## src/design/chte_queue.sv

```systemverilog
// Two-word queue between the front and back ends.
`default_nettype none
module chte_queue #(
  parameter int W = 8
) (
  input  wire logic         clk,
  input  wire logic         rst_n,
  input  wire logic         push,
  input  wire logic [W-1:0] push_data,
  output logic              full,
  input  wire logic         pop,
  output logic              not_empty,
  output logic [W-1:0]      pop_data
);

  logic [W-1:0] mem_r [2];
  logic         wp_r, rp_r;
  logic [1:0]   cnt_r;
  logic         do_push, do_pop;

  assign full      = (cnt_r == 2'd2);
  assign not_empty = (cnt_r != 2'd0);
  assign do_push   = push && !full;
  assign do_pop    = pop && not_empty;
  assign pop_data  = mem_r[rp_r];

  always_ff @(posedge clk) begin
    if (do_push) begin
      mem_r[wp_r] <= push_data;
    end
  end

  always_ff @(posedge clk) begin
    if (!rst_n) begin
      wp_r  <= 1'b0;
      rp_r  <= 1'b0;
      cnt_r <= 2'd0;
    end else begin
      if (do_push) begin
        wp_r <= !wp_r;
      end
      if (do_pop) begin
        rp_r <= !rp_r;
      end
      cnt_r <= cnt_r + 2'(do_push) - 2'(do_pop);
    end
  end

endmodule
`default_nettype wire

```

## config.mk

```make
export PLATFORM = sky130hd
export DESIGN_NAME = chte_queue
export DESIGN_NICKNAME = d
export VERILOG_FILES = /design/src/design/chte_queue.sv
export SDC_FILE = /design/constraint.sdc
export NUM_CORES = 1
export LEC_CHECK = 0
export BUFFER_PORTS_ARGS = -buffer_cell sky130_fd_sc_hd__clkbuf_2
export CAP_MARGIN = 25
export CELL_PAD_IN_SITES_DETAIL_PLACEMENT = 1
export CELL_PAD_IN_SITES_GLOBAL_PLACEMENT = 1
export CORE_MARGIN = 10
export CORE_UTILIZATION = 40
export CTS_CLUSTER_DIAMETER = 30
export CTS_CLUSTER_SIZE = 25
export DETAILED_ROUTE_END_ITERATION = 12
export PLACE_DENSITY_LB_ADDON = 0.1
export SLEW_MARGIN = 20
export SYNTH_ARGS = -nofsm -noshare
export SYNTH_HDL_FRONTEND = slang
export SYNTH_SLANG_ARGS = --single-unit
```

## constraint.sdc

```tcl
create_clock -name clk -period 4.09 [get_ports clk]
set_clock_uncertainty 0.05 [all_clocks]
set_input_delay 0 -clock clk [delete_from_list [all_inputs] [get_ports clk]]
set_output_delay 0 -clock clk [all_outputs]
set_load 0.1 [all_outputs]
```

[Word-level counts from Yosys, hierarchy flattened]
Memories as Yosys holds them, arrays and structs flattened. A register that Yosys moved wholly into a read port is not among the register bits.
Index checks and enable logic that the tools add are counted.
W data, S select, Z words.
Word-level totals
  word-level logic and storage cells: 17
  RAM bits: 16
  memories: 1
  register bits: 4
  output and inout port bits: 10
Cells by class
  reduce and logical (&&, ||, !) cells: 6
  equality and inequality tests: 1
  muxes and demuxes: 4
  $add $sub $neg: 2
Memories
  mem_r: depth 2, width 8, read ports 1, clocked after memory_dff 1, write ports 1, RTL line 16  | logic [W-1:0] mem_r [2];
Operators by type and width (number)
  $mux W1: 4
  $logic_not A1 Y1: 3
  $add A2 B1 Y2: 1
  $eq A2 B2 Y1 const B: 1
  $logic_and A1 B1 Y1: 2
  $reduce_bool A2 Y1: 1
  $sub A2 B1 Y2: 1

[Longest topological paths before layout]
Gate-level depths: netlist of run 1.
  word-level depth: 5
  mapped depth: 8

[Least setup slack after synthesis of run 1]
OpenSTA, ideal clock, no wires.
  path kind: reg-to-reg
  from: register cnt_r[0]
  to: register cnt_r[1]
  slack: 2571 ps
  arrival time: 1354 ps
  path buffers: 0
  stages on the path, launching flop included: 9
  cells stage by stage: dfxtp_1 nand2b_1 nand2_1 ha_1 inv_1 ha_1 xor2_1 xnor2_1 nor2_1
Between the ends
  word-level cells in the longest chain between the ends: 5
  elaborated cells between the ends (all ways): 7
  those cells by class: 2 x add/sub; 1 x eq/ne; 4 x reduce/logical
RTL lines
  start: declaration: RTL line 18  | logic [1:0] cnt_r;
  start signal: assignment: RTL line 45  | cnt_r <= cnt_r + 2'(do_push) - 2'(do_pop);
  $eq A2 B2 Y1: RTL line 21  | assign full = (cnt_r == 2'd2);
  $logic_not A1 Y1: RTL line 23  | assign do_push = push && !full;
  $logic_and A1 B1 Y1: RTL line 23
  $add A2 B1 Y2: RTL line 45
  $sub A2 B1 Y2 *: RTL line 45
Every way passes the cells marked *; elsewhere a longest branch is shown, timed or not.
A chain may end at the register's enable or synchronous reset.

==> results of run 1 <==
worst max-delay path, delay by kind of cell, from the launching register on:
family	cells	cell delay [ns]
buf+inv	1	0.37
flops	1	0.55
mux	1	0.39
final cells by class:
type	count	area, µm²	area share (%)
clock buffers	4	26.3	2.45
flip-flops and latches	21	581	54.2
well taps	27	33.8	3.15
inverters	3	11.3	1.05
repair buffers	31	205	19.2
multi-input cells	26	214	20.0
through the flow:
step / util [%] / cell area [µm²] / setup WS, ns / hold slack (ns) / std cells
global placement: 48.6 / 945 / 2.49 / 0.148 / 98
CTS: 55.2 / 1070 / 2.40 / 0.0541 / 112
floorplan: - / 811 / 2.57 / 0.0489 / 51
finish: 55.2 / 1070 / 2.44 / 0.0573 / 112
detailed placement: 48.6 / 945 / 2.43 / 0.143 / 98
global route: 55.2 / 1070 / 2.29 / 0.0615 / 112
how the worst min path moves through the flow:
stage / from / endpoint / slack, ns / depth (start not counted)
after floorplan: push_data[0] / mem_r[0][0]$_DFFE_PP_ / 0.05 / 0
after detailed placement: push_data[3] / mem_r[0][3]$_DFFE_PP_ / 0.14 / 1
final: pop / flip-flop / 0.06 / 4
after global placement: push_data[6] / mem_r[1][6]$_DFFE_PP_ / 0.15 / 1
after CTS: pop / rp_r$_SDFFE_PN0P_ / 0.05 / 4
after global routing: pop / rp_r$_SDFFE_PN0P_ / 0.06 / 4
flip-flops by register name, summed over array words and instances (netlist names), named ones only:
signal,count
cnt_r,2
wp_r,1
rp_r,1
mem_r,16
routing by layer:
metal	track usage [%]	vias to the layer above	wire [µm]
met3	4.81	4	127
met4	4.01	0	15
met2	14.9	15	832
met1	8.15	233	647
li1	-	247	-
met5	0	-	0
Yosys cell counts, drive strengths merged:
cell type,count,share of area [%]
and2,1,0.77
ha,2,3.1
mux2i,1,1.2
mux2,8,11
inv,3,1.4
nand2,2,0.93
nand2b,2,1.5
dfxtp,5,12
buf,1,0.62
or2,1,0.77
xnor2,2,2.2
xor2,1,1.1
edfxtp,16,59
o21a,1,1.1
and3,1,0.77
nor2,4,1.9
power by group through the flow:
stage	logic (µW)	registers, µW	clock network [µW]
after floorplan	357	288	0
after global placement	397	302	0
after detailed placement	400	303	0
after CTS	408	298	99.7
after global routing	427	303	111
final	403	297	95.2
cells by family after synthesis:
family,after synthesis
xor gates and xnor gates,3
DFF,21
adders and majority gates,2
and+or+nand+nor,11
AOI/OAI and AO/OA,1
muxes,9
buffers and inverters,4
==> results.yml, run 1 <==
die:
  rows: 16
  fp.dieW_um: 65.0
  die_y_um: 65.0
  start_util_pct: 41.8
  die_area_mm2: 0.00423
  num_io_pins: 22
  core_mm2: 0.00194
layout:
  syn_to_final_growth_pct: 32.1
  final_cell_mix: "clkbuf_2 (21), edfxtp_1 (16), dlygate4sd3_1 (10)"
  diodes: 0
  fin_nets: 100
  drive_above_1_share_pct: 40.0
  fillers: 201
  final_common_cell: "clkbuf_2"
global_route:
  grt-ovfl-total: 0
  antenna_found_initial: 0
  grt_usage_pct: 8.62
  grt_start_max_net_pins: 12
  grt_pass1_wl_um: 2750
  grt_pass1_vias: 573
route:
  wl_um: 1620
  post_drt_wl_per_cell_um: 14.5
  via_per_inst: 4.46
  ant_nets: 0
  drc: 0
  drtIter0Drc: 5
  via_count: 499
  first_pass_iters: 4
yosys:
  synth_cell_types: 16
  syn-cell-area_um2: 811
  synthAdderAreaFrac_pct: 3.09
  synth.ff_latch_count: 21
  ys_warn_count: 0
  synth_area_per_cell_um2: 15.9
  ys_seq_area_share_pct: 71.6
  synthMuxAreaShare_pct: 12.3
  yosys.area_share.xor_xnor_pct: 3.24
  synthCells: 51
  synth_compound_area_share_pct: 1.08
  synth_top_family_by_area: "multiplexers"
  syn_nets: 65
  yosys.area_share.simple_pct: 6.64
timing:
  hold_viol_final: 0
  worst_slew_pin_slew_ns: 0.651
  period_share_pct: 40.3
  tns_ns: 0
  min_period_ns: 1.65
  grt_setup_unrepaired: "false"
  maxSlewHeadroom_pct: 56.5
  setup-violations-final: 0
  max_freq_ghz: 0.606
  slew_viol_final: 0
critical_path:
  cp_slowest_cell: "dfxtp_1"
  worstPathCellList: "mux2_2 -> clkbuf_2"
  required_ns: 4.04
  path_class: "flip-flop to output port"
  setup.worst_path.start_class: "flip-flop"
  r2r-start: "cnt_r[0]$_SDFF_PN0_"
  slowest_delay_ns: 0.55
  cp_max_fo: 8
  worstPathArrival_ns: 1.60
  reg2reg_setup_slack_ns: 2.44
  r2r_cells: 8
  endpoint_kind: "output port"
  cp-endpoint: "pop_data[2]"
  regToRegEndpoint: "cnt_r[1]$_SDFF_PN0_"
power:
  ir_drop_v: 0.000391
  swShare_pct: 49.7
  p_switching_uw: 395
  pwr-share-clk_pct: 12.0
  p_int_uw: 400
  p_leak_uw: 0.000452
  pwr_density_cell_mw_per_mm2: 743
  power_uw: 796
  p_comb_share_pct: 50.7
  seqPwrFrac_pct: 37.4
clock_network:
  ctsResizeCount: 0
  htree_levels: 1
  clock-sinks: 21
  cts_buffer_depth: 2
  cts_hold_buffers: 10
  clk_pin_slew_ns: 0.11
  postCtsSetupRepairBufs: 0
  clk-insertion-delay-late_ns: 0.29
  cts_tree: "yes"
  cts_root_buf: "clkbuf_4"
  cts_inserted_buffers: 3
worst_hold_path:
  worstHoldPathType: "input pin to flip-flop"
outcome:
  status: "completed"
placement:
  hpwl_um: 1150
  routabilityCongestion: 0.643
  portBuffers: 21
job:
  maxCapViolations: 0
(Power assumes the default switching activity.)
==> run 2, diff against run 1 <==
==> constraint.sdc (replaced) <==
create_clock -name clk -period 1.65 [get_ports clk]
set_clock_uncertainty 0.05 [all_clocks]
set_input_delay 0 -clock clk [delete_from_list [all_inputs] [get_ports clk]]
set_output_delay 0 -clock clk [all_outputs]
set_load 0.1 [all_outputs]
==> results.yml, run 2 (synthesized netlist as in run 1, its figures left out) <==
die:
  start_util_pct: 41.8
  rows: 16
  die_area_mm2: 0.00423
  core_mm2: 0.00194
  num_io_pins: 22
  fp.dieW_um: 65.0
  die_y_um: 65.0
route:
  wl_um: 1540
  via_count: 527
  drc: 0
  drtIter0Drc: 4
  post_drt_wl_per_cell_um: 13.3
  ant_nets: 0
  first_pass_iters: 2
  via_per_inst: 4.54
global_route:
  grt_pass1_vias: 556
  grt_pass1_wl_um: 2510
  grt_start_max_net_pins: 13
  antenna_found_initial: 0
  grt-ovfl-total: 0
  grt_usage_pct: 7.41
clock_network:
  cts_root_buf: "clkbuf_4"
  clock-sinks: 21
  cts_buffer_depth: 2
  cts_inserted_buffers: 3
  clk-insertion-delay-late_ns: 0.29
  cts_tree: "yes"
  clk_pin_slew_ns: 0.10
  htree_levels: 1
timing:
  setup-violations-final: 0
  min_period_ns: 1.56
  hold_viol_final: 0
  worst_slew_pin_slew_ns: 0.544
  grt_setup_unrepaired: "false"
  slew_viol_final: 0
  max_freq_ghz: 0.640
  maxSlewHeadroom_pct: 63.9
  tns_ns: 0
  period_share_pct: 94.7
critical_path:
  path_class: "flip-flop to flip-flop"
  required_ns: 1.79
  setup.worst_path.start_class: "flip-flop"
  endpoint_kind: "flip-flop"
  worstPathArrival_ns: 1.71
  cp_max_fo: 4
power:
  p_leak_uw: 0.000481
  pwr_density_cell_mw_per_mm2: 1820
  power_uw: 2090
  ir_drop_v: 0.00106
job:
  maxCapViolations: 0
layout:
  fin_nets: 104
  instances_no_fill: 116
  final_common_cell: "clkbuf_2"
  regMostFlops: "mem_r"
  fillers: 202
  drive_above_1_share_pct: 52.8
  fin_util_pct: 59.2
  syn_to_final_growth_pct: 41.8
  diodes: 0
  largest_register_ffs: 16
  final_cell_mix: "clkbuf_2 (17), edfxtp_1 (16), dlygate4sd3_1 (9)"
  stdcell_area_mm2: 0.00115
  top_regs: "mem_r x16, cnt_r x2"
  ff_latch_area_um2: 589
  multi_input_area_um2: 245
placement:
  portBuffers: 21
  hpwl_um: 1110
  placedInstanceArea_um2: 967
  routabilityCongestion: 0.648
  place_inst: 101
worst_hold_path:
  worstHoldPathType: "input pin to flip-flop"
outcome:
  status: "completed"
-- run 2: cell count changes in the layout (fill, tap and decap cells not counted), sizes merged --
cell / delta
buf: +5
clkinv: +1
clkbuf: -1
dlygate4sd3: -1
-- run 2: cell type report --
type	count	area share, %
Clock inverter	1	0.435
Timing Repair Buffer	35	21.1
Multi-Input combinational cell	26	21.3
Inverter	3	0.979
Tap cell	27	2.94
Clock buffer	3	1.96
Sequential cell	21	51.3
-- run 2: path summary, 6_finish.rpt --
kind,depth (start not counted),end,slack (ns),startpoint
max reg2reg,7,cnt_r[1]$_SDFF_PN0_,0.09,cnt_r[1]$_SDFF_PN0_
max,7,cnt_r[1]$_SDFF_PN0_,0.09,cnt_r[1]$_SDFF_PN0_
min,4,wp_r$_SDFFE_PN0N_,0.03,push
min reg2reg,2,wp_r$_SDFFE_PN0N_,0.46,wp_r$_SDFFE_PN0N_
-- run 2: through the flow --
| step | hold slack (ns) | setup slack (ns) |
|---|---|---|
| 2_1_floorplan | 0.0489 | 0.131 |
| 3_3_place_gp | 0.140 | 0.0652 |
| 3_5_place_dp | 0.143 | 0.0455 |
| 4_1_cts | 0.0245 | 0.0238 |
| 5_1_grt | 0.0485 | 0.0213 |
| 6_report | 0.0349 | 0.0873 |
-- run 2: power breakdown --
part	switching, µW	total, µW	internal, µW
Combinational	800	1110	310
Clock	138	228	90.2
Sequential	69.3	756	687
Total	1010	2090	1090
-- run 2: critical path, cell delays in order, from the launching register on --
cell	delay [ns]
dfxtp_4	0.38
o21a_4	0.23
ha_4	0.25
inv_1	0.03
ha_2	0.16
xor2_1	0.16
xnor2_1	0.15
nor2_1	0.05
-- run 2: per-layer routing --
| metal | vias to the layer above | track usage [%] | part of all wire (%) |
|---|---|---|---|
| met2 | 16 | 13.5 | 53 |
| li1 | 255 | - | - |
| met4 | 0 | 2.41 | 1.2 |
| met5 | - | 0 | 0 |
| met1 | 252 | 7.10 | 38 |
| met3 | 4 | 3.61 | 7.8 |
-- run 2: what timing repair did --
item                       in CTS  in global routing
setup endpoints to repair       8                  1
gates resized for setup         5                  9
pin swaps                       0                  2
hold buffers                    9                  0
hold endpoints to repair       21                  0
setup buffers                   0                  2
==> run 3, diff against run 2 <==
==> constraint.sdc (replaced) <==
create_clock -name clk -period 1.65 [get_ports clk]
set_clock_uncertainty 0.05 [all_clocks]
set_input_delay 0.165 -clock clk [delete_from_list [all_inputs] [get_ports clk]]
set_output_delay 0.165 -clock clk [all_outputs]
set_load 0.1 [all_outputs]
==> results.yml, run 3 (synthesized netlist as in run 1, its figures left out) <==
critical_path:
  critical_path_buf_inv_count: 1
  worstPathCellList: "o21a_4 -> ha_4 -> inv_1 -> ha_2 -> xor2_1 -> xnor2_1 -> nor2_1"
  slowest_delay_ns: 0.38
  crit_family: "XOR/XNOR gates"
  required_ns: 1.79
  worstPathArrival_ns: 1.85
  endpoint_kind: "flip-flop"
  cp_max_fo: 4
  r2r-start: "cnt_r[1]$_SDFF_PN0_"
  setup.worst_path.start_class: "flip-flop"
  r2r_cells: 7
  crit_start: "cnt_r[1]$_SDFF_PN0_"
  regToRegEndpoint: "cnt_r[1]$_SDFF_PN0_"
  reg2reg_setup_slack_ns: -0.07
  path_class: "flip-flop to flip-flop"
  cp_slowest_cell: "dfxtp_4"
timing:
  setup-violations-final: 1
  setup_ws_ns: -0.0669
  maxSlewHeadroom_pct: 63.7
  hold_viol_final: 0
  worst_slew_pin_slew_ns: 0.546
  slew_viol_final: 0
  period_share_pct: 104
  tns_ns: -0.0669
  max_freq_ghz: 0.582
  min_period_ns: 1.72
placement:
  routabilityCongestion: 0.670
  place_inst: 100
  hpwl_um: 1270
  portBuffers: 21
layout:
  fillers: 190
  drive_above_1_share_pct: 54.4
  largest_register_ffs: 16
  diodes: 0
  regMostFlops: "mem_r"
  instances_no_fill: 106
  top_regs: "mem_r x16, cnt_r x2"
  final_common_cell: "edfxtp_1"
  final_cell_mix: "edfxtp_1 (16), clkbuf_2 (13), mux2_2 (8), buf_12 (8), nor2_1 (4)"
  syn_to_final_growth_pct: 44.4
  fin_nets: 94
global_route:
  grt.met2_usage_pct: 14.0
  top_usage_layer: "met2"
  antenna_found_initial: 0
  met3_usage_pct: 3.61
  grtUsageMet1_pct: 7.21
  grt_pass1_wl_um: 2470
  grt_start_max_net_pins: 12
  grt_usage_pct: 7.48
  grt-ovfl-total: 0
  grt_pass1_vias: 543
clock_network:
  cts_tree: "yes"
  htree_levels: 1
  postCtsSetupRepairBufs: 0
  clk_pin_slew_ns: 0.11
  clk-insertion-delay-late_ns: 0.28
  clock-sinks: 21
  cts_root_buf: "clkbuf_4"
  cts_buffer_depth: 2
  cts_inserted_buffers: 3
worst_hold_path:
  hold_depth: 1
  min_to: "mem_r[0][2]$_DFFE_PP_"
  worstHoldPathType: "input pin to flip-flop"
  min_from: "push_data[2]"
die:
  die_area_mm2: 0.00423
  core_mm2: 0.00194
  die_y_um: 65.0
  fp.dieW_um: 65.0
  num_io_pins: 22
  start_util_pct: 41.8
  rows: 16
route:
  drc: 0
  post_drt_wl_per_cell_um: 15.9
  via_count: 472
  first_pass_iters: 4
  drtIter0Drc: 4
  wl_um: 1690
  ant_nets: 0
  via_per_inst: 4.45
outcome:
  status: "finished, violations left"
  failed_checks: "negative setup slack"
power:
  p_leak_uw: 0.000476
  ir_drop_v: 0.00132
  pwr_density_cell_mw_per_mm2: 1960
job:
  maxCapViolations: 0
run 3: cell types whose count changed in the layout (fill, tap and decap cells not counted):
cell           change
buf_12             +8
buf_4              -3
clkbuf_1           +1
clkbuf_2           -4
clkbuf_4           -4
clkinv_2           -1
dlygate4sd3_1      -7
nand2_2            -1
nand2_4            +1
run 3: worst max-delay path by stage:
| stage | endpoint | slack [ns] | cells past startpoint |
|---|---|---|---|
| 2_1_floorplan | cnt_r[1]$_SDFF_PN0_ | 0.13 | 8 |
| 3_3_place_gp | cnt_r[1]$_SDFF_PN0_ | 0.06 | 8 |
| 3_5_place_dp | cnt_r[1]$_SDFF_PN0_ | -0.003 | 8 |
| 4_1_cts | cnt_r[1]$_SDFF_PN0_ | 0.02 | 8 |
| 5_1_grt | cnt_r[1]$_SDFF_PN0_ | -0.14 | 7 |
| 6_report | cnt_r[1]$_SDFF_PN0_ | -0.07 | 7 |
run 3: layout make-up:
| class | instances | area, µm² | share of cell area, % |
|---|---|---|---|
| clock buffers | 4 | 26.3 | 2.24 |
| inverters | 3 | 11.3 | 0.962 |
| multi-input cells | 26 | 250 | 21.4 |
| flip-flops and latches | 21 | 589 | 50.3 |
| well taps | 27 | 33.8 | 2.88 |
| repair buffers | 25 | 260 | 22.2 |
run 3: power by group:
group,switching [µW],leakage [µW],internal (µW)
clock network,144,0.0000150,93.8
logic,846,0.000269,448
registers,74.8,0.000192,687
total,1060,0.000476,1230
run 3: through the flow:
step	setup WS [ns]	area [µm²]	hold slack, ns	utilization, %	power [µW]
2_1_floorplan	0.131	811	0.214	-	1600
3_3_place_gp	0.0595	1080	0.305	55.6	1970
3_5_place_dp	-0.00327	1080	0.308	55.6	1990
4_1_cts	0.0197	1110	0.00225	57.1	2240
5_1_grt	-0.139	1170	0.00139	60.3	2390
6_report	-0.0669	1170	0.00910	60.3	2290
run 3: repair_timing:
item	4_1_cts	5_1_grt
endpoints found under the setup margin	9	1
hold endpoints to repair	0	4
gates resized for setup	2	9
pin swaps	0	2
cloned	0	0
hold buffers	0	2
run 3: layer usage:
| layer | share of wire [%] | up-vias |
|---|---|---|
| met5 | 0 | - |
| met3 | 6.8 | 2 |
| li1 | - | 236 |
| met4 | 0.47 | 0 |
| met2 | 52 | 13 |
| met1 | 41 | 221 |
