### config.mk
export PLATFORM = sky130hd
export DESIGN_NAME = chte_front
export DESIGN_NICKNAME = d
export VERILOG_FILES = /design/src/design/chte_pkg.sv /design/src/design/chte_front.sv
export SDC_FILE = /design/constraint.sdc
export NUM_CORES = 1
export LEC_CHECK = 0
export ABC_AREA = 1
export BUFFER_PORTS_ARGS = -buffer_cell sky130_fd_sc_hd__buf_4
export CAP_MARGIN = 20
export CORE_MARGIN = 2
export CORE_UTILIZATION = 30
export DETAILED_ROUTE_END_ITERATION = 8
export GPL_TIMING_DRIVEN = 0
export PLACE_DENSITY = 0.49
export SYNTH_ARGS = -nofsm -noshare
export SYNTH_HDL_FRONTEND = slang
export SYNTH_SLANG_ARGS = --single-unit
### constraint.sdc
create_clock -name clk -period 20.1 [get_ports clk]
set_clock_uncertainty 0.05 [all_clocks]
set_input_delay 5.025 -clock clk [delete_from_list [all_inputs] [get_ports clk]]
set_output_delay 5.025 -clock clk [all_outputs]
set_load 0.005 [all_outputs]
### src/design/chte_pkg.sv
// Shared constants, codes and width helpers for the chained hash table engine.
`default_nettype none
package chte_pkg;

  localparam int MAX_BINS_DEF    = 256;
  localparam int BIN_SLOTS_DEF   = 8;
  localparam int VALUE_WIDTH_DEF = 32;

  localparam int CFG_W    = 9;
  localparam int HASH_W   = 32;
  localparam int IOVAL_W  = 32;
  localparam int COUNT_W  = 12;
  localparam int STATUS_W = 3;
  localparam int ACTION_W = 2;

  localparam logic [CFG_W-1:0] BIN_COUNT_RST = 9'd20;

  typedef enum logic [ACTION_W-1:0] {
    ACT_PUT      = 2'd0,
    ACT_GET      = 2'd1,
    ACT_REMOVE   = 2'd2,
    ACT_CONTAINS = 2'd3
  } action_t;

  typedef enum logic [STATUS_W-1:0] {
    ST_INSERTED  = 3'd0,
    ST_REPLACED  = 3'd1,
    ST_FOUND     = 3'd2,
    ST_REMOVED   = 3'd3,
    ST_NOT_FOUND = 3'd4,
    ST_FULL      = 3'd5
  } status_t;

  // bins reachable through the 9-bit bin count
  function automatic int bin_depth(input int max_bins);
    return (max_bins < 511) ? max_bins : 511;
  endfunction

  function automatic int idx_w(input int n);
    return (n <= 2) ? 1 : $clog2(n);
  endfunction

endpackage
`default_nettype wire

### src/design/chte_front.sv
// Front end: accepts request words and reduces the hash to a bin index.
`default_nettype none
module chte_front #(
  parameter int MAX_BINS    = chte_pkg::MAX_BINS_DEF,
  parameter int VALUE_WIDTH = chte_pkg::VALUE_WIDTH_DEF,
  localparam int BIN_W      = chte_pkg::idx_w(chte_pkg::bin_depth(MAX_BINS))
) (
  input  wire logic                              clk,
  input  wire logic                              rst_n,
  input  wire logic [chte_pkg::CFG_W-1:0]        bin_count,
  input  wire logic                              in_valid,
  output logic                                   in_stall,
  input  wire logic [chte_pkg::ACTION_W-1:0]     in_action,
  input  wire logic [chte_pkg::HASH_W-1:0]       in_key_hash,
  input  wire logic [chte_pkg::IOVAL_W-1:0]      in_value_in,
  output logic                                   q_push,
  input  wire logic                              q_full,
  output chte_pkg::action_t                      q_action,
  output logic [chte_pkg::HASH_W-1:0]            q_hash,
  output logic [VALUE_WIDTH-1:0]                 q_value,
  output logic [BIN_W-1:0]                       q_bin
);

  localparam int STEPS  = 8;  // four hash bits per cycle
  localparam int CNT_W  = 3;
  localparam int CW     = chte_pkg::CFG_W;

  typedef enum logic [2:0] {
    F_IDLE = 3'b001,
    F_DIV  = 3'b010,
    F_PUSH = 3'b100
  } fstate_t;

  fstate_t                          st_r, st_nxt;
  logic [CNT_W-1:0]                 cnt_r, cnt_nxt;
  chte_pkg::action_t                act_r;
  logic [chte_pkg::HASH_W-1:0]      hash_r, sh_r, sh_nxt;
  logic [VALUE_WIDTH-1:0]           val_r;
  logic [CW-1:0]                    rem_r, rem_nxt;
  logic [CW-1:0]                    n_eff;
  logic [CW:0]                      t;
  logic [63:0]                      v64;

  always_comb begin
    if (bin_count == '0) begin
      n_eff = CW'(1);
    end else if (32'(bin_count) > 32'(MAX_BINS)) begin
      n_eff = CW'(MAX_BINS);
    end else begin
      n_eff = bin_count;
    end
  end

  // restoring remainder, four bits a cycle, msb first
  always_comb begin
    t = {1'b0, rem_r};
    for (int i = 0; i < 4; i++) begin
      t = {t[CW-1:0], sh_r[chte_pkg::HASH_W-1-i]};
      if (t >= {1'b0, n_eff}) begin
        t = t - {1'b0, n_eff};
      end
    end
    rem_nxt = t[CW-1:0];
    sh_nxt  = {sh_r[chte_pkg::HASH_W-5:0], 4'b0};
  end

  assign v64 = 64'(in_value_in);

  always_comb begin
    st_nxt  = st_r;
    cnt_nxt = cnt_r;
    case (st_r)
      F_IDLE: begin
        if (in_valid) begin
          st_nxt  = F_DIV;
          cnt_nxt = '0;
        end
      end
      F_DIV: begin
        cnt_nxt = cnt_r + CNT_W'(1);
        if (cnt_r == CNT_W'(STEPS - 1)) begin
          st_nxt = F_PUSH;
        end
      end
      F_PUSH: begin
        if (!q_full) begin
          st_nxt = F_IDLE;
        end
      end
      default: st_nxt = F_IDLE;
    endcase
  end

  always_ff @(posedge clk) begin
    if (!rst_n) begin
      st_r  <= F_IDLE;
      cnt_r <= '0;
    end else begin
      st_r  <= st_nxt;
      cnt_r <= cnt_nxt;
    end
  end

  always_ff @(posedge clk) begin
    if (st_r == F_IDLE && in_valid) begin
      act_r  <= chte_pkg::action_t'(in_action);
      hash_r <= in_key_hash;
      sh_r   <= in_key_hash;
      val_r  <= v64[VALUE_WIDTH-1:0];
      rem_r  <= '0;
    end else if (st_r == F_DIV) begin
      sh_r  <= sh_nxt;
      rem_r <= rem_nxt;
    end
  end

  assign in_stall = (st_r != F_IDLE);
  assign q_push   = (st_r == F_PUSH);
  assign q_action = act_r;
  assign q_hash   = hash_r;
  assign q_value  = val_r;
  assign q_bin    = rem_r[BIN_W-1:0];

endmodule
`default_nettype wire

# Word level (Yosys, flattened, before mapping)

Cells that the tools add are included.

Word-level logic and storage cells: 45
Bits of input ports: 79
Output and inout port bits: 76
Bits in registers: 113

$add $sub $neg: 5
Equality and inequality tests: 8
Reductions and logical operators: 6
Multiplexer cells: 14
$lt $le $gt $ge: 5

Operators with widths:

| cell                                                             | count |
|---|---|
| 32-bit 2-to-1 mux                                                | 2 |
| 9-bit 2-to-1 mux                                                 | 6 |
| 10-bit by 9-bit greater-or-equal comparator with 1-bit output    | 4 |
| 9-bit subtractor                                                 | 4 |
| 3-bit 2-to-1 mux                                                 | 4 |
| 9-bit > comparator (second input constant)                       | 1 |
| 9-bit zero test                                                  | 1 |
| 3-bit case mux with 3 select lines                               | 1 |
| 3-bit == test (second input constant)                            | 2 |
| 2-bit != test (second input constant)                            | 3 |
| 3-bit case mux with 2 select lines                               | 1 |
| 2-bit nonzero test                                               | 2 |
| 3-bit by 1-bit adder with 3-bit output (second input constant)   | 1 |
| 3-bit by 1-bit == test with 1-bit output (second input constant) | 1 |
| 3-bit by 2-bit == test with 1-bit output (second input constant) | 1 |
| 3-bit by 1-bit != test with 1-bit output (second input constant) | 1 |
| 3-bit AND reduction                                              | 1 |
| 2-bit AND reduction                                              | 1 |
| 1-bit logical AND                                                | 1 |

# Depth between registers and ports, before layout

Gate-level depths: netlist of run 1.

Depth in word-level cells: 11
Mapped depth: 56
Depth with buffers taken out: 55

# Worst setup path before layout of run 1

OpenSTA, ideal clock, no wires.

Path kind: input-to-reg
Start point: in bin_count[0] (netlist bit)
End point: reg rem_r[1]
Path buffers: 1
Stages: 53
Setup slack: 8452 ps
Arrival: 11485 ps
Cells stage by stage: nor4_1 nand2_1 inv_1 nor2_1 nor2_1 ha_1 inv_1 fa_1 nand2_1 nand3_2 nand2_2 nand2_4 or2_2 nand2_1 inv_1 ha_1 nand2_1 inv_1 [... 17 more ...] nand2_1 nand2_1 inv_1 ha_1 nand2_1 nand2_1 nor2_1 nor2_1 nor2_1 o21ai_1 nand3_1 nand2_1 a21oi_2 inv_1 a21oi_4 nand3_1 nand3_1 nand2_1

Cells in the longest elaborated chain, start to end: 11
Elaborated cells between the ends (all ways): 16
Classes of those cells: add/sub (4); order compare (5); mux (6); reduce/logical (1)

RTL lines:

| element                                                                                           | line                               | source |
|---|---|---|
| start: declaration                                                                                | chte_front.sv:10                   | `input wire logic [chte_pkg::CFG_W-1:0] bin_count,` |
| 9-bit > comparator                                                                                | chte_front.sv:47                   | `end else if (32'(bin_count) > 32'(MAX_BINS)) begin` |
| 9-bit 2-to-1 mux                                                                                  | chte_front.sv:47                   |  |
| 9-bit 2-to-1 mux (*)                                                                              | chte_front.sv:45                   | `if (bin_count == '0) begin` |
| 9-bit subtractor or 10-bit by 9-bit greater-or-equal comparator with 1-bit output (tied branches) | chte_front.sv:60, chte_front.sv:59 |  |
| 9-bit 2-to-1 mux                                                                                  | chte_front.sv:59                   | `if (t >= {1'b0, n_eff}) begin` |
| 9-bit subtractor or 10-bit by 9-bit greater-or-equal comparator with 1-bit output (tied branches) | chte_front.sv:60, chte_front.sv:59 |  |
| 9-bit 2-to-1 mux                                                                                  | chte_front.sv:59                   |  |
| 9-bit subtractor or 10-bit by 9-bit greater-or-equal comparator with 1-bit output (tied branches) | chte_front.sv:60, chte_front.sv:59 |  |
| 9-bit 2-to-1 mux                                                                                  | chte_front.sv:59                   |  |
| 10-bit by 9-bit greater-or-equal comparator with 1-bit output or 9-bit subtractor (tied branches) | chte_front.sv:59, chte_front.sv:60 |  |
| 9-bit 2-to-1 mux (*)                                                                              | chte_front.sv:59                   |  |
| end signal: assignment                                                                            | chte_front.sv:113                  | `rem_r <= rem_nxt;` |
| end: declaration                                                                                  | chte_front.sv:39                   | `logic [CW-1:0] rem_r, rem_nxt;` |

Mark *: on every way between the ends. The rest lies on a longest branch, timed or not.
A chain may end at the register's enable or synchronous reset.

# Worst setup path in the final report of run 1

Same ends and word-level chain as after synthesis.

==> summary.md, run 1 <==
| Metric | Value |
|---|---|
| Status | finished, final reports clean |
| Worst r2r dst | rem_r[1]$_SDFFE_PP0P_ |
| Crit-path max cell delay | 450 ps |
| Top-count cell post-synth | nand2_1 |
| Core area | 20300 um2 |
| Clk slew on worst S/H paths | 50 ps |
| Starting Density | 0.307 |
| Placed Area | 7770 um2 |
| Top cells by area, synth | edfxtp_1 47%, nand2_1 14%, ha_1 7.6%, inv_1 4.9%, dfxtp_1 4.8% |
| Dpl hpwl | 12.1 mm |
| Top cell by count, worst path | nand2_1 |
| CTS tree | yes |
| Nets | 963 |
| Register area share after synthesis | 0.521 |
| Worst setup SP type | primary input |
| Slew @ Worst Pin | 734 ps |
| Fmax | 0.0792 GHz |
| Final hold viol count | 0 |
| Synth Instances | 667 |
| GR Overflow Total | 0 |
| Antenna viol nets, final | 0 |
| Mapped cell area | 6230 um2 |
| First-pass GRT wire length | 24.4 mm |
| Initial antenna violation count | 0 |
| Final Cycle Share | 0.628 |
| Root buffer cell | clkbuf_16 |
| DIE HEIGHT | 148 um |
| Clock latency on the worst-skew pair | 410 ps |
| Unique masters post-synth | 40 |
| R2r startpoint | sh_r[31]$_DFFE_PP_ |
| Final setup fails | 0 |
| Via count of the routed design | 4854 |
| Post_cts resized | 0 |
| Period minus WS final | 12620 ps |
| CP Buf/Inv Count | 10 |
| Setup bufs post-CTS | 0 |
| CTS Sinks | 113 |
| CTS max path bufs | 2 |
| Die Width | 148 um |
| Ports | 155 |
| Inserted Diodes | 0 |
| Crit path max-delay family | simple AND/OR/NAND/NOR gates |
| Number of global-route vias before repair | 4828 |
| Crit Path Max Fanout | 10 |
| Synthesized flop and latch total | 113 |
| Post-synth top flop | edfxtp_1 |
| Area leader, netlist | edfxtp_1 |
| Crit path kind | primary input to flip-flop |
| Asr flop ratio synth | 0 |
| P&R area growth vs syn | 33.7% |
| R2R Setup Slk | 12670 ps |
| Crit end category | flip-flop |
| Yosys top cell area share | 0.473 |
| Slew Limit Fails | 0 |
| Num CTS Buffers | 17 |
| Syn avg cell area | 9.33 um2 |
| Final Instance Area | 8320 um2 |
| Fill count | 2072 |
| CP arrival | 12870 ps |
| Slowest stage cell, crit path | fa_1 |
| RSZ-0062 raised after global routing | no |
| Net Count, Synth | 788 |
| Total negative setup slack | 0 ps |
| Worst min-delay path category | flip-flop to flip-flop |
| Pre-antenna DRT Iters | 6 |
| Rel. slew slack | 0.510 |
| Setup crit start | bin_count[0] |
| Wirelength per Cell | 13.7 um |
| Crit path depth | 55 |
| First DRT Iteration DRCs | 194 |
| # Max-Cap Violations | 0 |
| Crit path required time | 20350 ps |
| Final RePlAce weighted congestion | 0.772 |
| Ys Warns | 0 |
| IO buf count | 154 |
| Vias per Instance | 4.31 |
| Crit path capture | rem_r[1]$_SDFFE_PP0P_ |
| # DRC | 0 |
| Full die area | 21900 um2 |
| EDFF count, synth | 98 |
| Number of H-tree levels | 4 |
| R2R cell count | 50 |
| Commonest cells in the netlist | 238 x nand2_1, 98 x edfxtp_1, 82 x inv_1, 38 x ha_1, 30 x nand3_1 |
| FP Rows | 52 |
| Largest net degree at the start of global routing | 42 |
| Final wirelength | 15.4 mm |
| Hold-fix buffers at CTS | 0 |
| Share of cells above drive strength 1 | 0.265 |
| GRT Resource Usage Total | 0.144 |
| Hold Slack | 414 ps |
## cell usage in the layout, fill, tap and decap left out, types with 4 or more instances in the layout
cell	netlist	routed
a21oi_1	26	26
buf_4	9	163
clkbuf_1	6	7
clkbuf_16	0	17
clkinv_2	0	5
dfxtp_1	15	15
edfxtp_1	98	98
fa_1	4	4
ha_1	38	38
inv_1	82	82
nand2_1	238	238
nand2_2	6	6
nand2_4	5	5
nand3_1	30	30
nand4_1	7	7
nor2_1	22	22
nor3_1	5	5
o21ai_0	9	9
o21ai_1	8	8
xnor2_1	12	12
xor2_1	12	12
## cells by family after synthesis
| group | after synthesis | synth area share |
|---|---|---|
| buffers and inverters | 102 | 0.0671 |
| AO/OA/AOI/OAI | 56 | 0.0541 |
| AND/OR/NAND/NOR | 330 | 0.235 |
| XOR/XNOR | 24 | 0.0338 |
| flip-flops | 113 | 0.521 |
| adder cells (fa/ha/maj) | 42 | 0.0892 |
## metrics by stage
step | util | cells | setup WS (ps)
finish | 0.410 | 1125 | 7480
CTS | 0.410 | 1125 | 7400
detailed placement | 0.383 | 1093 | 6980
global route | 0.410 | 1125 | 6580
floorplan | - | 667 | 8450
global placement | 0.380 | 1091 | 6980
## metal layers
layer	up-vias	GRT usage	routed length (um)
met5	-	0	0
met1	2180	0.179	6850
li1	2544	-	-
met3	11	0.0552	1090
met2	119	0.234	7330
met4	0	0.0400	131
## worst reg2reg max path: cells and delay by family, from the launching register on
| kind | cells | cell delay [ps] |
|---|---|---|
| AND/OR/NAND/NOR | 27 | 2640 |
| adder cells (fa/ha/maj) | 5 | 1720 |
| AO/OA/AOI/OAI | 9 | 1660 |
| buffers and inverters | 9 | 870 |
| flip-flops | 1 | 370 |
## flip-flops by register name, summed over array words and instances, names as in the netlist
register / flops
sh_r: 32
rem_r: 9
cnt_r: 3
q_value: 32
q_hash: 32
st_r: 3
q_action: 2
## worst min-delay path by stage
stage                           from               endpoint  cells past startpoint
2_1_floorplan  cnt_r[0]$_SDFFE_PN0P_  cnt_r[0]$_SDFFE_PN0P_                      1
3_3_place_gp   cnt_r[0]$_SDFFE_PN0P_  cnt_r[0]$_SDFFE_PN0P_                      1
3_5_place_dp   cnt_r[0]$_SDFFE_PN0P_  cnt_r[0]$_SDFFE_PN0P_                      1
4_1_cts        cnt_r[0]$_SDFFE_PN0P_  cnt_r[0]$_SDFFE_PN0P_                      1
5_1_grt        cnt_r[0]$_SDFFE_PN0P_  cnt_r[0]$_SDFFE_PN0P_                      1
6_report       cnt_r[0]$_SDFFE_PN0P_  cnt_r[0]$_SDFFE_PN0P_                      1
## area by class of cell
| type | count | area, um2 | area share |
|---|---|---|---|
| flip-flops and latches | 113 | 3240 | 0.390 |
| multi-input cells | 452 | 2560 | 0.308 |
| repair buffers | 156 | 1200 | 0.145 |
| clock buffers | 19 | 433 | 0.0520 |
| well taps | 270 | 338 | 0.0406 |
| inverters | 85 | 319 | 0.0383 |
| clock inverters | 13 | 120 | 0.0144 |
| plain buffers | 17 | 103 | 0.0123 |
Power of run 1 is not shown: default switching activity piles up to over one toggle a cycle in this logic, so the estimate is an artifact.
==> run 2: changes to the inputs <==
--- a/config.mk
+++ b/config.mk
@@ -12,7 +12,7 @@
 export CORE_UTILIZATION = 30
 export DETAILED_ROUTE_END_ITERATION = 8
 export GPL_TIMING_DRIVEN = 0
-export PLACE_DENSITY = 0.49
+export PLACE_DENSITY = 0.51
 export SYNTH_ARGS = -nofsm -noshare
 export SYNTH_HDL_FRONTEND = slang
 export SYNTH_SLANG_ARGS = --single-unit
==> constraint.sdc (replaced) <==
create_clock -name clk -period 10.7 [get_ports clk]
set_clock_uncertainty 0.05 [all_clocks]
set_input_delay 2.675 -clock clk [delete_from_list [all_inputs] [get_ports clk]]
set_output_delay 2.675 -clock clk [all_outputs]
set_load 0.005 [all_outputs]
==> run 2 against run 1 <==
Critical path depth did not move. Final cell count barely moved. Flip-flop and latch count unchanged. Count of clock-buffer cells in the layout down 2. Via count grew 1.3%. Die area is the same. Critical path type unchanged.
==> summary.md, run 2 (same netlist as run 1, synthesis figures left out) <==
| Metric | Value |
|---|---|
| Status | finished, final reports clean |
| Clk slew on worst S/H paths | 60 ps (about the same) |
| IO buf count | 154 (unchanged) |
| Crit Path Max Fanout | 10 (unchanged) |
| Most Crowded Layer GR | met2 |
| First DRT Iteration DRCs | 233 (+20%) |
| Die Width | 148 um (unchanged) |
| Top cell by count, worst path | nand2_1 |
| Starting Density | 0.307 (unchanged) |
| Crit path required time | 10960 ps (-9390 ps) |
| Slew Limit Fails | 0 (unchanged) |
| Num CTS Buffers | 17 (unchanged) |
| Final WS setup | 683 ps (-6800 ps) |
| Placed insts | 1093 (unchanged) |
| Root buffer cell | clkbuf_16 |
| Multi-input logic area | 2590 um2 (+1.2%) |
| Number of H-tree levels | 4 (unchanged) |
| Final RePlAce weighted congestion | 0.825 (+6.9%) |
| Antenna viol nets, final | 0 (unchanged) |
| Full die area | 21900 um2 (unchanged) |
| Share of cells above drive strength 1 | 0.285 (+0.0195) |
| Worst setup SP type | primary input |
| Ports | 155 (unchanged) |
| Crit path kind | primary input to flip-flop |
| GR Overflow Total | 0 (unchanged) |
| Nets | 964 (+0.10%) |
| GRT Resource Usage Total | 0.149 (+0.00518) |
| Final Instance Area | 8400 um2 (+0.87%) |
| Wirelength per Cell | 14.3 um (+4.3%) |
| First-pass GRT wire length | 25.0 mm (+2.8%) |
| Fill count | 2088 (+0.77%) |
| Layout Cells excl Fill | 1126 (+0.089%) |
| # Max-Cap Violations | 0 (unchanged) |
| CTS max path bufs | 2 (unchanged) |
| Largest net degree at the start of global routing | 41 (-2.4%) |
| Met2 usage | 0.246 (+0.0116) |
| Register area | 3240 um2 (unchanged) |
| CTS Sinks | 113 (unchanged) |
| Crit end category | flip-flop |
| Rel. slew slack | 0.647 (+0.137) |
| Final Cycle Share | 0.936 |
| Setup WS pre-CTS | 27.3 ps (-6950 ps) |
| Final hold viol count | 0 (unchanged) |
| Clock latency on the worst-skew pair | 410 ps (about the same) |
| Fmax | 0.0998 GHz |
| Pre-antenna DRT Iters | 4 (-2) |
| # DRC | 0 (unchanged) |
| Period minus WS final | 10020 ps |
| Total negative setup slack | 0 ps (unchanged) |
| Slowest stage cell, crit path | ha_1 |
| Slew @ Worst Pin | 529 ps (-205 ps) |
| Via count of the routed design | 4916 (+1.3%) |
| Number of global-route vias before repair | 4798 (-0.62%) |
| Final wirelength | 16.1 mm (+4.4%) |
| FP Rows | 52 (unchanged) |
| CP arrival | 10280 ps (-2590 ps) |
| Final setup fails | 0 (unchanged) |
| Most frequent cells in the layout | 231 x nand2_1, 163 x buf_4, 98 x edfxtp_1 |
| Core area | 20300 um2 (unchanged) |
| P&R area growth vs syn | 34.9% |
| M1 GR Usage | 0.186 (+0.00718) |
| Worst min-delay path category | flip-flop to flip-flop |
| Initial antenna violation count | 0 (unchanged) |
| Inserted Diodes | 0 (unchanged) |
| Placed Area | 7770 um2 (unchanged) |
| Vias per Instance | 4.37 (+1.2%) |
| Commonest non-fill, non-tap cell in the layout | nand2_1 |
| Met3 usage | 0.0491 (-0.00613) |
| Dpl hpwl | 12.5 mm (+3.2%) |
| Hold-fix buffers at CTS | 0 (unchanged) |
| DIE HEIGHT | 148 um (unchanged) |
| CTS tree | yes |
| Crit-path max cell delay | 380 ps (-70 ps) |
run 2: path summary, 6_finish.rpt:
path	end	slack, ps	from	cells after the start
hold / removal	cnt_r[0]$_SDFFE_PN0P_	410	cnt_r[0]$_SDFFE_PN0P_	1
hold reg to reg	cnt_r[0]$_SDFFE_PN0P_	410	cnt_r[0]$_SDFFE_PN0P_	1
setup reg to reg	rem_r[6]$_SDFFE_PP0P_	3370	sh_r[31]$_DFFE_PP_	49
setup / recovery	rem_r[6]$_SDFFE_PP0P_	680	bin_count[4]	55
run 2: layer usage:
layer / routed length [um] / vias up
met5: 0 / -
met4: 200 / 0
met3: 960 / 13
met2: 7680 / 123
met1: 7240 / 2236
li1: - / 2544
run 2: worst max-delay path, delay by kind of cell:
kind	cells	cell delay, ps
AO/OA/AOI/OAI	10	1870
adder cells (fa/ha/maj)	4	1430
AND/OR/NAND/NOR	30	3140
buffers and inverters	11	1140
run 2: per-stage QoR:
stage / hold slack [ps] / utilization
finish: 413 / 0.414
global route: 440 / 0.414
CTS: 421 / 0.411
detailed placement: 412 / 0.383
global placement: 404 / 0.380
floorplan: 382 / -
run 2: cell type report:
cell class	instances	area share
multi-input cells	452	0.309
inverters	85	0.0380
clock inverters	15	0.0179
clock buffers	17	0.0507
flip-flops and latches	113	0.386
well taps	270	0.0402
plain buffers	17	0.0122
repair buffers	157	0.146
run 2: repair_timing:
action | CTS | global route
resized for setup | 0 | 13
setup buffers | 0 | 1
endpoints found under the setup margin | 0 | 9
Power of run 2 is left out for the same reason.
==> run 3: changes to the inputs <==
--- a/config.mk
+++ b/config.mk
@@ -12,7 +12,8 @@
 export CORE_UTILIZATION = 30
 export DETAILED_ROUTE_END_ITERATION = 8
 export GPL_TIMING_DRIVEN = 0
-export PLACE_DENSITY = 0.51
+export PLACE_DENSITY = 0.49
 export SYNTH_ARGS = -nofsm -noshare
 export SYNTH_HDL_FRONTEND = slang
 export SYNTH_SLANG_ARGS = --single-unit
+export TNS_END_PERCENT = 1
==> constraint.sdc (replaced) <==
create_clock -name clk -period 9.4 [get_ports clk]
set_clock_uncertainty 0.05 [all_clocks]
set_input_delay 2.35 -clock clk [delete_from_list [all_inputs] [get_ports clk]]
set_output_delay 2.35 -clock clk [all_outputs]
set_load 0.005 [all_outputs]
==> run 3 against run 2 <==
Critical path depth increased by 2. Wire length increased by 0.70%. Register-to-register slack got worse by 740 ps. Cell area increased by 7.2%. Non-clock buffer count increased by 16. Worst hold slack improved by 1.5 ps. Critical path type unchanged. Count of clock-buffer cells in the layout increased by 2. Final cell count increased by 1.5%. Global-route usage decreased by 0.33 points. Die area unchanged.
==> summary.md, run 3 (same netlist as run 1, synthesis figures left out) <==
| Metric | Value |
|---|---|
| Die Width | 148 um (unchanged) |
| Crit path required time | 9650 ps (-1310 ps) |
| Dpl hpwl | 12.1 mm (-3.1%) |
| GR Overflow Total | 0 (unchanged) |
| Initial antenna violation count | 0 (unchanged) |
| Slew @ Worst Pin | 736 ps (+206 ps) |
| P&R area growth vs syn | 44.6% |
| Hold depth | 1 (unchanged) |
| Clock latency on the worst-skew pair | 410 ps (about the same) |
| Largest net degree at the start of global routing | 42 (+2.4%) |
| DIE HEIGHT | 148 um (unchanged) |
| Root buffer cell | clkbuf_16 |
| Ports | 155 (unchanged) |
| Crit Path Max Fanout | 8 (-2) |
| Pre-antenna DRT Iters | 6 (+2) |
| Vias per Instance | 4.36 (about the same) |
| Core area | 20300 um2 (unchanged) |
| Period minus WS final | 9000 ps |
| Worst setup SP type | primary input |
| R2R Setup Slk | 2630 ps (-740 ps) |
| First-pass GRT wire length | 24.7 mm (-1.3%) |
| Final wirelength | 16.2 mm (+0.70%) |
| Fmax | 0.111 GHz |
| CTS Sinks | 113 (unchanged) |
| First DRT Iteration DRCs | 158 (-32%) |
| Final setup fails | 0 (unchanged) |
| Worst min-delay path category | flip-flop to flip-flop |
| Number of global-route vias before repair | 4881 (+1.7%) |
| Status | finished, final reports clean |
| Full die area | 21900 um2 (unchanged) |
| Wirelength per Cell | 14.2 um (-0.80%) |
| Number of H-tree levels | 4 (unchanged) |
| Final hold viol count | 0 (unchanged) |
| # DRC | 0 (unchanged) |
| Crit-path max cell delay | 300 ps (-80 ps) |
| FP Rows | 52 (unchanged) |
| IO buf count | 154 (unchanged) |
| Slew Limit Fails | 0 (unchanged) |
| GRT Resource Usage Total | 0.146 (-0.00334) |
| CTS max path bufs | 2 (unchanged) |
| Most frequent cells in the layout | 220 x nand2_1, 178 x buf_4, 98 x edfxtp_1 |
| Num CTS Buffers | 17 (unchanged) |
| Final RePlAce weighted congestion | 0.772 (-6.4%) |
| CTS tree | yes |
| CP arrival | 9250 ps (-1030 ps) |
| Share of cells above drive strength 1 | 0.353 (+0.0678) |
| Fill count | 2008 (-3.8%) |
| Crit path kind | primary input to flip-flop |
| Slowest stage cell, crit path | or2_2 |
| Via count of the routed design | 4989 (+1.5%) |
| Final Cycle Share | 0.957 |
| Commonest non-fill, non-tap cell in the layout | nand2_1 |
| Crit end category | flip-flop |
| Clk slew on worst S/H paths | 50 ps (about the same) |
| Antenna viol nets, final | 0 (unchanged) |
| Starting Density | 0.307 (unchanged) |
| Inserted Diodes | 0 (unchanged) |
| Nets | 981 (+1.8%) |
| # Max-Cap Violations | 0 (unchanged) |
| R2R cell count | 50 (+2.0%) |
| Rel. slew slack | 0.509 (-0.138) |
| Hold Slack | 414 ps (+1.50 ps) |
## run 3: cell types whose count changed in the layout (fill, tap and decap cells not counted), moves of 7 or more
cell	previous run	this run
buf_4	163	178
ha_4	0	15
ha_1	36	22
nand2_1	231	220
o21ai_1	9	1
nand2_8	0	7
o21ai_2	1	8
## run 3: final timing paths
check | start | endpoint
max | bin_count[1] | rem_r[3]$_SDFFE_PP0P_
min | cnt_r[0]$_SDFFE_PN0P_ | cnt_r[0]$_SDFFE_PN0P_
max reg2reg | sh_r[31]$_DFFE_PP_ | rem_r[3]$_SDFFE_PP0P_
min reg2reg | cnt_r[0]$_SDFFE_PN0P_ | cnt_r[0]$_SDFFE_PN0P_
## run 3: worst max-delay path: cells and delay by family
family	cells	cell delay, ps
adder cells (fa/ha/maj)	4	930
AO/OA/AOI/OAI	9	1370
AND/OR/NAND/NOR	32	3420
buffers and inverters	12	1170
## run 3: per-layer routing
metal  GRT usage  up-vias  wire [um]
met3      0.0552       14       1260
met2       0.237      130       7870
li1            -     2581          -
met5           0        -          0
met1       0.183     2264       6920
met4      0.0400        0        140
## run 3: metrics by stage
step / setup TNS [ps] / std cells / worst slack [ps] / cell area (um2) / utilization
2_1_floorplan: 0 / 667 / 427 / 6230 / -
3_3_place_gp: -9090 / 1091 / -1050 / 7720 / 0.380
3_5_place_dp: -9090 / 1093 / -1050 / 7770 / 0.383
4_1_cts: 0 / 1130 / 28.4 / 8540 / 0.421
5_1_grt: -644 / 1143 / -114 / 9000 / 0.443
6_report: 0 / 1143 / 403 / 9000 / 0.443
## run 3: final cells by class
type | count | area (um2) | share of cell area
clock inverters | 13 | 120 | 0.0133
inverters | 85 | 319 | 0.0354
plain buffers | 17 | 113 | 0.0125
repair buffers | 173 | 1360 | 0.151
clock buffers | 19 | 433 | 0.0481
well taps | 270 | 338 | 0.0375
multi-input cells | 453 | 3080 | 0.342
flip-flops and latches | 113 | 3240 | 0.360
## run 3: timing repair
| action | in CTS | in global routing |
|---|---|---|
| hold buffers | 0 | 0 |
| endpoints found under the setup margin | 9 | 9 |
| setup buffers | 5 | 11 |
| pin swaps | 6 | 18 |
| gates cloned | 0 | 2 |
| gates resized for setup | 34 | 61 |
Power of run 3 is left out for the same reason.
